===== src/rtl/ldb_pkg.sv =====
// Shared constants, config codes and elaboration-time log table helpers.
`default_nettype none

package ldb_pkg;

  localparam int unsigned CH_W           = 16;
  localparam int unsigned CFG_IDX_W      = 2;
  localparam int unsigned STAGES         = 8;
  localparam int unsigned LOG_SEGMENTS_DEF = 64;
  localparam int unsigned SERIES_TERMS   = 24;

  localparam logic [CH_W-1:0] ONE_Q15        = 16'd32768;
  localparam logic [CH_W-1:0] TWO_TENTHS_Q15 = 16'd6554;
  localparam logic [CH_W-1:0] INTENSITY_RST  = 16'd24576;
  localparam logic [CH_W-1:0] OPACITY_RST    = 16'd32768;

  // divide by 10 as multiply by reciprocal, exact for operands below 2^26
  localparam int unsigned    RECIP_SHIFT = 27;
  localparam int unsigned    RECIP_W     = 24;
  localparam logic [RECIP_W-1:0] RECIP_MUL = RECIP_W'(((64'd1 << RECIP_SHIFT) + 64'd9) / 64'd10);

  // configuration register indexes
  localparam logic [CFG_IDX_W-1:0] REG_INTENSITY = 2'd0;
  localparam logic [CFG_IDX_W-1:0] REG_OPACITY   = 2'd1;

  function automatic logic [CH_W-1:0] sat_one(input logic [CH_W-1:0] v);
    return (v > ONE_Q15) ? ONE_Q15 : v;
  endfunction

  // restoring division, only used to build constant tables
  function automatic logic [63:0] udiv64(input logic [63:0] n, input logic [63:0] d);
    logic [63:0] q;
    logic [63:0] r;
    q = '0;
    r = '0;
    for (int k = 63; k >= 0; k--) begin
      r = {r[62:0], n[k]};
      if (r >= d) begin
        r    = r - d;
        q[k] = 1'b1;
      end
    end
    return q;
  endfunction

  // ln(1 + i/seg) in Q0.16 via 2*atanh(i/(2*seg+i))
  function automatic logic [CH_W-1:0] ln_point(input logic [63:0] i, input logic [63:0] seg);
    logic [63:0] den;
    logic [63:0] z;
    logic [63:0] z2;
    logic [63:0] term;
    logic [63:0] sum;
    logic [63:0] res;
    den  = 64'd2 * seg + i;
    z    = udiv64(i << 30, den);
    z2   = (z * z) >> 30;
    term = z;
    sum  = '0;
    for (int n = 0; n < SERIES_TERMS; n++) begin
      sum  = sum + udiv64(term, 64'(2 * n + 1));
      term = (term * z2) >> 30;
    end
    res = (64'd2 * sum + 64'd8192) >> 14;
    return res[CH_W-1:0];
  endfunction

endpackage

`default_nettype wire


===== src/rtl/ldb_channel.sv =====
// One color channel of the blend: eight register stages from log lookup to mix.
`default_nettype none

module ldb_channel
  import ldb_pkg::*;
#(
  parameter int unsigned LOG_SEGMENTS = LOG_SEGMENTS_DEF
) (
  input  wire logic              clk,
  input  wire logic [STAGES-1:0] en,
  input  wire logic [CH_W-1:0]   base,
  input  wire logic [CH_W-1:0]   layer,
  input  wire logic [CH_W-1:0]   k_q12,
  input  wire logic [CH_W-1:0]   opacity,
  output logic      [CH_W-1:0]   result
);

  localparam int unsigned SEG_W = $clog2(LOG_SEGMENTS + 1);
  localparam int unsigned POS_W = 15 + SEG_W;

  // constant ln(1+x) breakpoints
  logic [CH_W-1:0] ln_rom [0:LOG_SEGMENTS];
  for (genvar gi = 0; gi <= LOG_SEGMENTS; gi++) begin : g_rom
    assign ln_rom[gi] = ln_point(64'(gi), 64'(LOG_SEGMENTS));
  end

  // stage 1: difference and segment position
  logic [CH_W-1:0]  diff;
  logic [POS_W-1:0] pos;
  logic [SEG_W-1:0] s1_idx_r;
  logic [14:0]      s1_frac_r;
  logic [CH_W-1:0]  s1_b_r, s1_a_r;

  assign diff = (layer > base) ? (layer - base) : (base - layer);
  assign pos  = POS_W'(diff) * POS_W'(LOG_SEGMENTS);

  always_ff @(posedge clk) begin
    if (en[0]) begin
      s1_idx_r  <= pos[POS_W-1:15];
      s1_frac_r <= pos[14:0];
      s1_b_r    <= base;
      s1_a_r    <= layer;
    end
  end

  // stage 2: table read; top point reads itself as upper neighbor
  logic             last_seg;
  logic [SEG_W-1:0] hi_idx;
  logic [CH_W-1:0]  s2_lo_r, s2_dh_r, s2_b_r, s2_a_r;
  logic [14:0]      s2_frac_r;

  assign last_seg = (s1_idx_r == SEG_W'(LOG_SEGMENTS));
  assign hi_idx   = last_seg ? s1_idx_r : (s1_idx_r + SEG_W'(1));

  always_ff @(posedge clk) begin
    if (en[1]) begin
      s2_lo_r   <= ln_rom[s1_idx_r];
      s2_dh_r   <= ln_rom[hi_idx] - ln_rom[s1_idx_r];
      s2_frac_r <= s1_frac_r;
      s2_b_r    <= s1_b_r;
      s2_a_r    <= s1_a_r;
    end
  end

  // stage 3: interpolation
  logic [31:0]     interp;
  logic [CH_W-1:0] s3_ln_r, s3_b_r, s3_a_r;

  assign interp = 32'(s2_dh_r) * 32'(s2_frac_r) + 32'd16384;

  always_ff @(posedge clk) begin
    if (en[2]) begin
      s3_ln_r <= s2_lo_r + interp[30:15];
      s3_b_r  <= s2_b_r;
      s3_a_r  <= s2_a_r;
    end
  end

  // stage 4: k * ln, layer + 0.2
  logic [31:0]     s4_m1_r;
  logic [CH_W-1:0] s4_ap_r, s4_b_r;

  always_ff @(posedge clk) begin
    if (en[3]) begin
      s4_m1_r <= 32'(k_q12) * 32'(s3_ln_r);
      s4_ap_r <= s3_a_r + TWO_TENTHS_Q15;
      s4_b_r  <= s3_b_r;
    end
  end

  // stage 5: full Q43 product
  logic [47:0]     s5_prod_r;
  logic [CH_W-1:0] s5_b_r;

  always_ff @(posedge clk) begin
    if (en[4]) begin
      s5_prod_r <= 48'(s4_m1_r) * 48'(s4_ap_r);
      s5_b_r    <= s4_b_r;
    end
  end

  // stage 6: round, drop 2^28, scale by reciprocal of ten
  localparam int unsigned Q10_W = 21 + RECIP_W;
  logic [48:0]      rsum;
  logic [20:0]      t_div;
  logic [Q10_W-1:0] s6_q10_r;
  logic [CH_W-1:0]  s6_b_r;

  assign rsum  = 49'(s5_prod_r) + (49'd5 << 28);
  assign t_div = rsum[48:28];

  always_ff @(posedge clk) begin
    if (en[5]) begin
      s6_q10_r <= Q10_W'(t_div) * Q10_W'(RECIP_MUL);
      s6_b_r   <= s5_b_r;
    end
  end

  // stage 7: add increment, clamp at one, difference to base
  logic [17:0]     inc;
  logic [18:0]     psum;
  logic [CH_W-1:0] p_val;
  logic [CH_W-1:0] s7_d_r, s7_b_r;

  assign inc   = s6_q10_r[RECIP_SHIFT +: 18];
  assign psum  = 19'(s6_b_r) + 19'(inc);
  assign p_val = (psum > 19'(ONE_Q15)) ? ONE_Q15 : psum[CH_W-1:0];

  always_ff @(posedge clk) begin
    if (en[6]) begin
      s7_d_r <= p_val - s6_b_r;
      s7_b_r <= s6_b_r;
    end
  end

  // stage 8: opacity mix
  logic [32:0]     mix_full;
  logic [16:0]     rsum8;
  logic [CH_W-1:0] s8_res_r;

  assign mix_full = 33'(opacity) * 33'(s7_d_r) + 33'd16384;
  assign rsum8    = 17'(s7_b_r) + mix_full[31:15];

  always_ff @(posedge clk) begin
    if (en[7]) begin
      s8_res_r <= (rsum8 > 17'(ONE_Q15)) ? ONE_Q15 : rsum8[CH_W-1:0];
    end
  end

  assign result = s8_res_r;

endmodule

`default_nettype wire


===== config.mk =====
export PLATFORM = sky130hd
export DESIGN_NAME = ldb_channel
export DESIGN_NICKNAME = d
export VERILOG_FILES = /design/src/rtl/ldb_pkg.sv /design/src/rtl/ldb_channel.sv
export SDC_FILE = /design/constraint.sdc
export NUM_CORES = 2
export LEC_CHECK = 0
export ABC_CLOCK_PERIOD_IN_PS = 12200
export BUFFER_PORTS_ARGS = -buffer_cell sky130_fd_sc_hd__buf_4
export CAP_MARGIN = 20
export CORE_ASPECT_RATIO = 0.75
export CORE_UTILIZATION = 54
export CTS_CLUSTER_SIZE = 25
export DETAILED_ROUTE_END_ITERATION = 10
export PLACE_DENSITY = 0.7
export SLEW_MARGIN = 25
export SYNTH_ARGS = -nofsm -noshare
export SYNTH_HDL_FRONTEND = slang
export SYNTH_SLANG_ARGS = --single-unit

===== constraint.sdc =====
create_clock -name clk -period 12.2 [get_ports clk]
set_input_delay 1.22 -clock clk [delete_from_list [all_inputs] [get_ports clk]]
set_output_delay 1.22 -clock clk [all_outputs]
set_load 0.05 [all_outputs]

== After elaboration in Yosys (flattened, before gate mapping) ==
Memory sizes are Yosys's and may differ from the RTL's.
Index checks and enable logic that the tools add are counted.
Cells by class
  add/sub/neg operators: 12
  $mul: 5
  order comparisons: 5
  equality and inequality tests: 1
  mux-type cells: 7
  bitwise gates (word level): 2
Operators by type and width (count)
  16-bit two-way mux: 6
  16-bit by 16-bit multiplier with 32-bit output: 2
  16-bit subtractor: 4
  48-bit by 31-bit adder with 49-bit output, second input constant: 1
  32-bit by 16-bit multiplier with 48-bit output: 1
  21-bit by 24-bit multiplier with 45-bit output, second input constant: 1
  32-bit by 15-bit adder with 32-bit output, second input constant: 1
  31-bit by 15-bit adder with 31-bit output, second input constant: 1
  16-bit by 9-bit multiplier with 25-bit output: 1
  16-bit by 18-bit adder with 19-bit output: 1
  19-bit by 16-bit > comparator with 1-bit output, second input constant: 1
  16-bit by 17-bit adder with 17-bit output: 1
  17-bit by 16-bit > comparator with 1-bit output, second input constant: 1
  16-bit by 13-bit adder with 16-bit output, second input constant: 1
  16-bit adder: 1
  8-bit greater-or-equal comparator, second input constant: 2
  16-bit > comparator: 1
  7-bit NOT with 8-bit output: 2
  7-bit by 1-bit adder with 7-bit output, second input constant: 1
  7-bit equality test, second input constant: 1
  7-bit two-way mux: 1
Word-level totals
  bits in registers: 406
  memory bits (read-only): 4096
  bits of input ports: 73
  logic and storage cells: 56
  memories: 2
Memory list
  (name not given): words 128, width 16, read ports 1, clocked after memory_dff 0, write ports 0, RTL line ldb_channel.sv:58  | s2_dh_r <= ln_rom[hi_idx] - ln_rom[s1_idx_r];
  (name not given): words 128, width 16, read ports 1, clocked after memory_dff 0, write ports 0, RTL line ldb_channel.sv:58

== Depth between registers and ports, before layout ==
  depth in word-level cells: 7
  depth in mapped cells: 37
  gate-level depth less buffers: 35

== Least setup slack after synthesis ==
No wires, ideal clock.
  path type: input port to flip-flop
  from: input opacity[6]
  to: register s8_res_r[9], in the netlist result[9], data pin
  library setup time: 0.190 ns
  data arrival time: 9.124 ns
  setup slack: 2.885 ns
  stages: 37
  buffers on the path: 2
  cells stage by stage: clkbuf_1 nand2_1 fa_1 inv_1 fa_1 inv_1 fa_1 inv_1 fa_1 fa_1 inv_1 fa_1 inv_1 ha_1 a21o_1 a21o_1 a21o_1 a21o_1 a21o_1 a221oi_2 o21bai_1 a21oi_1 o21bai_1 a21oi_1 xnor2_1 ha_1 o21ai_0 nand2b_1 and2_1 nor2b_1 o21a_1 nor4_1 o21a_1 or3_1 clkbuf_1 o211ai_2 a2111oi_2
On the way
  word-level cells in the longest chain between the ends: 4
Ends and longest elaborated chain
  start: declaration: RTL line ldb_channel.sv:14  | input wire logic [CH_W-1:0] opacity,
  16-bit by 16-bit multiplier with 32-bit output (*): RTL line ldb_channel.sv:141  | assign mix_full = 33'(opacity) * 33'(s7_d_r) + 33'd16384;
  32-bit by 15-bit adder with 32-bit output (*): RTL line ldb_channel.sv:141
  16-bit by 17-bit adder with 17-bit output (*): RTL line ldb_channel.sv:142  | assign rsum8 = 17'(s7_b_r) + mix_full[31:15];
  17-bit by 16-bit > comparator with 1-bit output: RTL line ldb_channel.sv:146  | s8_res_r <= (rsum8 > 17'(ONE_Q15)) ? ONE_Q15 : rsum8[CH_W-1:0];
  end signal: assignment: RTL line ldb_channel.sv:146
  end: declaration: RTL line ldb_channel.sv:139  | logic [CH_W-1:0] s8_res_r;
Every way passes the cells marked *; elsewhere a longest branch is shown, timed or not.
A chain may end at the register's enable or synchronous reset.

== Worst setup path after layout ==
  from: input opacity[5]
  to: register s8_res_r[9], in the netlist result[9], data pin
Same word-level chain as after synthesis.

==> impl_results.md <==
- CP max-delay cell: sky130_fd_sc_hd__fa_1
- Clk Latency, worst-skew pair: 0.62 ns
- Count of mapped cells out of synthesis: about 6400
- Share of the synthesized area in the top cell type: 0.339
- Horizontal die dimension: between 300 and 400 um
- Arrival time of the worst setup path: 10.08 ns
- Vias in the first global route: 45200
- Top post-synthesis cells by area: sky130_fd_sc_hd__fa_1 34%, sky130_fd_sc_hd__edfxtp_1 17%, sky130_fd_sc_hd__ha_1 14%
- Cell type with the largest total area after synthesis: sky130_fd_sc_hd__fa_1
- Measured slew at the worst slew-check pin: 1.04 ns
- Initial Utilization: 0.546
- Worst min-delay path class: register to register
- Result of the run: finished, final reports clean
- Startpoint types: primary input
- Distinct cell type count after synthesis: 80
- CTS Root Cell: sky130_fd_sc_hd__clkbuf_16
- Area overhead of the layout relative to synthesis: 5.63%
- Remaining number of nets flagged by the antenna check after routing: 0
- Count of instances resized after the clock tree is built: 0
- Number of top-level pins: 89
- First-pass GRT wire length: 244000 um
- Number of vias in the routed layout: 43800
- Detail-routed net length per standard cell: 18.8 um
- Nature of the critical path endpoint: register
- Overall routed net length: 148000 um
- Clock transition at the register clock pins on the worst setup and hold paths after CTS: 0.06 ns
- Number of antenna violations at the first check in global routing: 7
- Setup violation total in the final timing report: 0
- Detailed router's first-iteration violation count: roughly 3500
- Fraction of layout instances using a drive strength above 1: 0.0393
- Total count of hold-check failures in the final report: 0
- Core Area: about 110000 um^2
- Worst setup path category: primary input to register
- Clock period minus final worst setup slack: 9.67 ns
- Syn avg cell area: roughly 9.5 um^2
- Highest fanout seen on the critical path: 16
- Unrepaired setup endpoints after global routing: no
- Drt first pass iters: 5
- Overall routing resource usage: 0.268
- Critical path required time: 12.61 ns
- Max-slew headroom at the worst pin: 0.300
- Detailed-route vias per instance: 5.56
- Aggregate global routing overflow: 0
- Number of max-capacitance violations reported: 0
- Number of max-slew violations in the final report: 0
- Number of enable-type register cells in the synthesized netlist: about 350
- CTS Buf Count: 42
- Deepest clock path buffer count: 3
- Total number of H-tree levels: 2
- Die Height: 293 um
- Syn nets: 8180
- Largest net degree at the start of global routing: 71
- Number of remaining DRC errors: 0
- Number of cell rows: 106
- Count of buffers added by post-CTS timing repair for setup: 0
- Warning count from the yosys run: 0
- Clock sink count: 351
- Largest stage delay on the critical path: between 0.5 and 0.6 ns
- Sequential share of the synthesized area: 0.173
- Die area: roughly 110000 um^2
- Flip-flop and latch count after synthesis: between 300 and 400
- Clk_skew: 0.0605 ns
- Post-DP HPWL: 116000 um
- Hold_ws: 0.387 ns
- Max Clk Rate: 103 MHz
- Worst path most repeated cell: sky130_fd_sc_hd__fa_1
- TritonCTS clock tree: built
- Post-synthesis cell area: roughly 61000 um^2
- Count of buffers from port buffering: 88
- Number of buffers inserted for hold repair after clock tree synthesis: 0
- Layout Nets: 8118
- Async SR Flop Fraction: 0
- Ys flop type: sky130_fd_sc_hd__edfxtp_1
- Setup TNS Final: 0 ns
- Final clock period utilization by the worst path: 0.793
- RePlAce Congestion: slightly above 0.9
==> state kept, by name, summed over array words and instances (netlist names) <==
signal,flops
s1_a_r,16
s7_b_r,16
s4_m1_r,32
s2_frac_r,9
s1_b_r,16
s7_d_r,16
s3_a_r,16
s5_prod_r,20
s4_b_r,16
s6_b_r,16
s1_frac_r,9
s5_b_r,16
s6_q10_r,18
s2_dh_r,16
s1_idx_r,7
s2_b_r,16
s3_b_r,16
s2_a_r,16
s2_lo_r,16
s4_ap_r,16
s3_ln_r,16
result,16
==> final timing paths <==
check	from	to	slack (ns)	cells after the start
worst max-delay path	opacity[5]	result[9]$_SDFFCE_PN0P_	2.53	35
worst min-delay path	s1_b_r[4]$_DFFE_PP_	s2_b_r[4]$_DFFE_PP_	0.39	0
worst max register to register	s7_d_r[10]$_DFFE_PP_	result[9]$_SDFFCE_PN0P_	2.56	34
worst min register to register	s1_b_r[4]$_DFFE_PP_	s2_b_r[4]$_DFFE_PP_	0.39	0
==> cell type report <==
class	instances	area (um^2)
Sequential cell	351	10500
Fill cell	9671	47300
Multi-Input combinational cell	4533	44900
Inverter	1265	4750
Clock buffer	47	1070
Tap cell	1512	1890
Timing Repair Buffer	140	1050
Clock inverter	27	309
Antenna cell	2	5.00
==> routing by layer <==
metal  vias up  track usage  share of wire
li1      20100            -              -
met1     21800        0.403           0.45
met2      1675        0.402           0.44
met3       181       0.0551          0.091
met4         6       0.0526          0.019
met5         -            0        0.00025
==> cells in the final DEF, fill, tap and decap left out, types with 9 or more instances in the layout <==
master / instances
sky130_fd_sc_hd__a211oi_1: 37
sky130_fd_sc_hd__a21boi_0: 14
sky130_fd_sc_hd__a21o_1: 90
sky130_fd_sc_hd__a21oi_1: 204
sky130_fd_sc_hd__a311oi_1: 16
sky130_fd_sc_hd__a31oi_1: 28
sky130_fd_sc_hd__and2_1: 403
sky130_fd_sc_hd__and3_1: 28
sky130_fd_sc_hd__buf_4: 140
sky130_fd_sc_hd__clkbuf_16: 42
sky130_fd_sc_hd__edfxtp_1: 351
sky130_fd_sc_hd__fa_1: 1034
sky130_fd_sc_hd__ha_1: 678
sky130_fd_sc_hd__inv_1: 1261
sky130_fd_sc_hd__mux2i_1: 12
sky130_fd_sc_hd__nand2_1: 935
sky130_fd_sc_hd__nand2b_1: 16
sky130_fd_sc_hd__nand3_1: 60
sky130_fd_sc_hd__nand4_1: 31
sky130_fd_sc_hd__nor2_1: 196
sky130_fd_sc_hd__nor2b_1: 26
sky130_fd_sc_hd__nor3_1: 57
sky130_fd_sc_hd__nor4_1: 12
sky130_fd_sc_hd__o211ai_1: 30
sky130_fd_sc_hd__o21a_1: 32
sky130_fd_sc_hd__o21ai_0: 140
sky130_fd_sc_hd__o21bai_1: 26
sky130_fd_sc_hd__o221ai_1: 9
sky130_fd_sc_hd__o22ai_1: 10
sky130_fd_sc_hd__o311ai_0: 19
sky130_fd_sc_hd__o31ai_1: 10
sky130_fd_sc_hd__or2_2: 13
sky130_fd_sc_hd__or3_1: 19
sky130_fd_sc_hd__xnor2_1: 155
sky130_fd_sc_hd__xor2_1: 67
==> worst max-delay path: cells and delay by family <==
kind                       cells  cell delay (ns)
AOI/OAI and AO/OA             15             3.57
buffers and inverters          5             0.37
and+or+nand+nor                6             1.09
xor gates and xnor gates       1             0.14
adders and majority gates      8             3.67
==> cell families (layout without fill, tap and decap cells) <==
| logic type | after synthesis | count (layout) | synth area share |
|---|---|---|---|
| adders and majority gates | 1713 | 1713 | 0.478 |
| other | 0 | 2 | 0 |
| muxes | 19 | 19 | 0.00326 |
| and+or+nand+nor | 1818 | 1818 | 0.138 |
| DFF | 351 | 351 | 0.173 |
| buffers and inverters | 1511 | 1479 | 0.0930 |
| AOI/OAI and AO/OA | 757 | 757 | 0.0820 |
| xor gates and xnor gates | 226 | 226 | 0.0324 |
==> synth_stat cells (12+ instances only) <==
cell / n
sky130_fd_sc_hd__a211oi_1: 37
sky130_fd_sc_hd__a21boi_0: 14
sky130_fd_sc_hd__a21o_1: 90
sky130_fd_sc_hd__a21oi_1: 204
sky130_fd_sc_hd__a311oi_1: 16
sky130_fd_sc_hd__a31oi_1: 29
sky130_fd_sc_hd__and2_1: 403
sky130_fd_sc_hd__and3_1: 28
sky130_fd_sc_hd__buf_1: 15
sky130_fd_sc_hd__clkbuf_1: 227
sky130_fd_sc_hd__edfxtp_1: 351
sky130_fd_sc_hd__fa_1: 1034
sky130_fd_sc_hd__ha_1: 678
sky130_fd_sc_hd__inv_1: 1261
sky130_fd_sc_hd__mux2i_1: 12
sky130_fd_sc_hd__nand2_1: 935
sky130_fd_sc_hd__nand2b_1: 16
sky130_fd_sc_hd__nand3_1: 60
sky130_fd_sc_hd__nand4_1: 31
sky130_fd_sc_hd__nor2_1: 196
sky130_fd_sc_hd__nor2b_1: 26
sky130_fd_sc_hd__nor3_1: 57
sky130_fd_sc_hd__nor4_1: 12
sky130_fd_sc_hd__o211ai_1: 30
sky130_fd_sc_hd__o21a_1: 32
sky130_fd_sc_hd__o21ai_0: 140
sky130_fd_sc_hd__o21bai_1: 26
sky130_fd_sc_hd__o311ai_0: 19
sky130_fd_sc_hd__or2_2: 13
sky130_fd_sc_hd__or3_1: 19
sky130_fd_sc_hd__xnor2_1: 159
sky130_fd_sc_hd__xor2_1: 67
==> per-stage QoR <==
stage,instance area (um^2),setup slack (ns),cells,utilization
global placement,63100,2.22,7801,0.564
CTS,64500,2.58,7875,0.577
global route,64500,1.88,7877,0.577
floorplan,61000,2.89,6395,-
finish,64500,2.53,7877,0.577
detailed placement,63100,2.00,7801,0.564
Power is left out: the tool's default activity adds up to more than one toggle a clock period on the data nets, which glitch-free logic cannot reach.
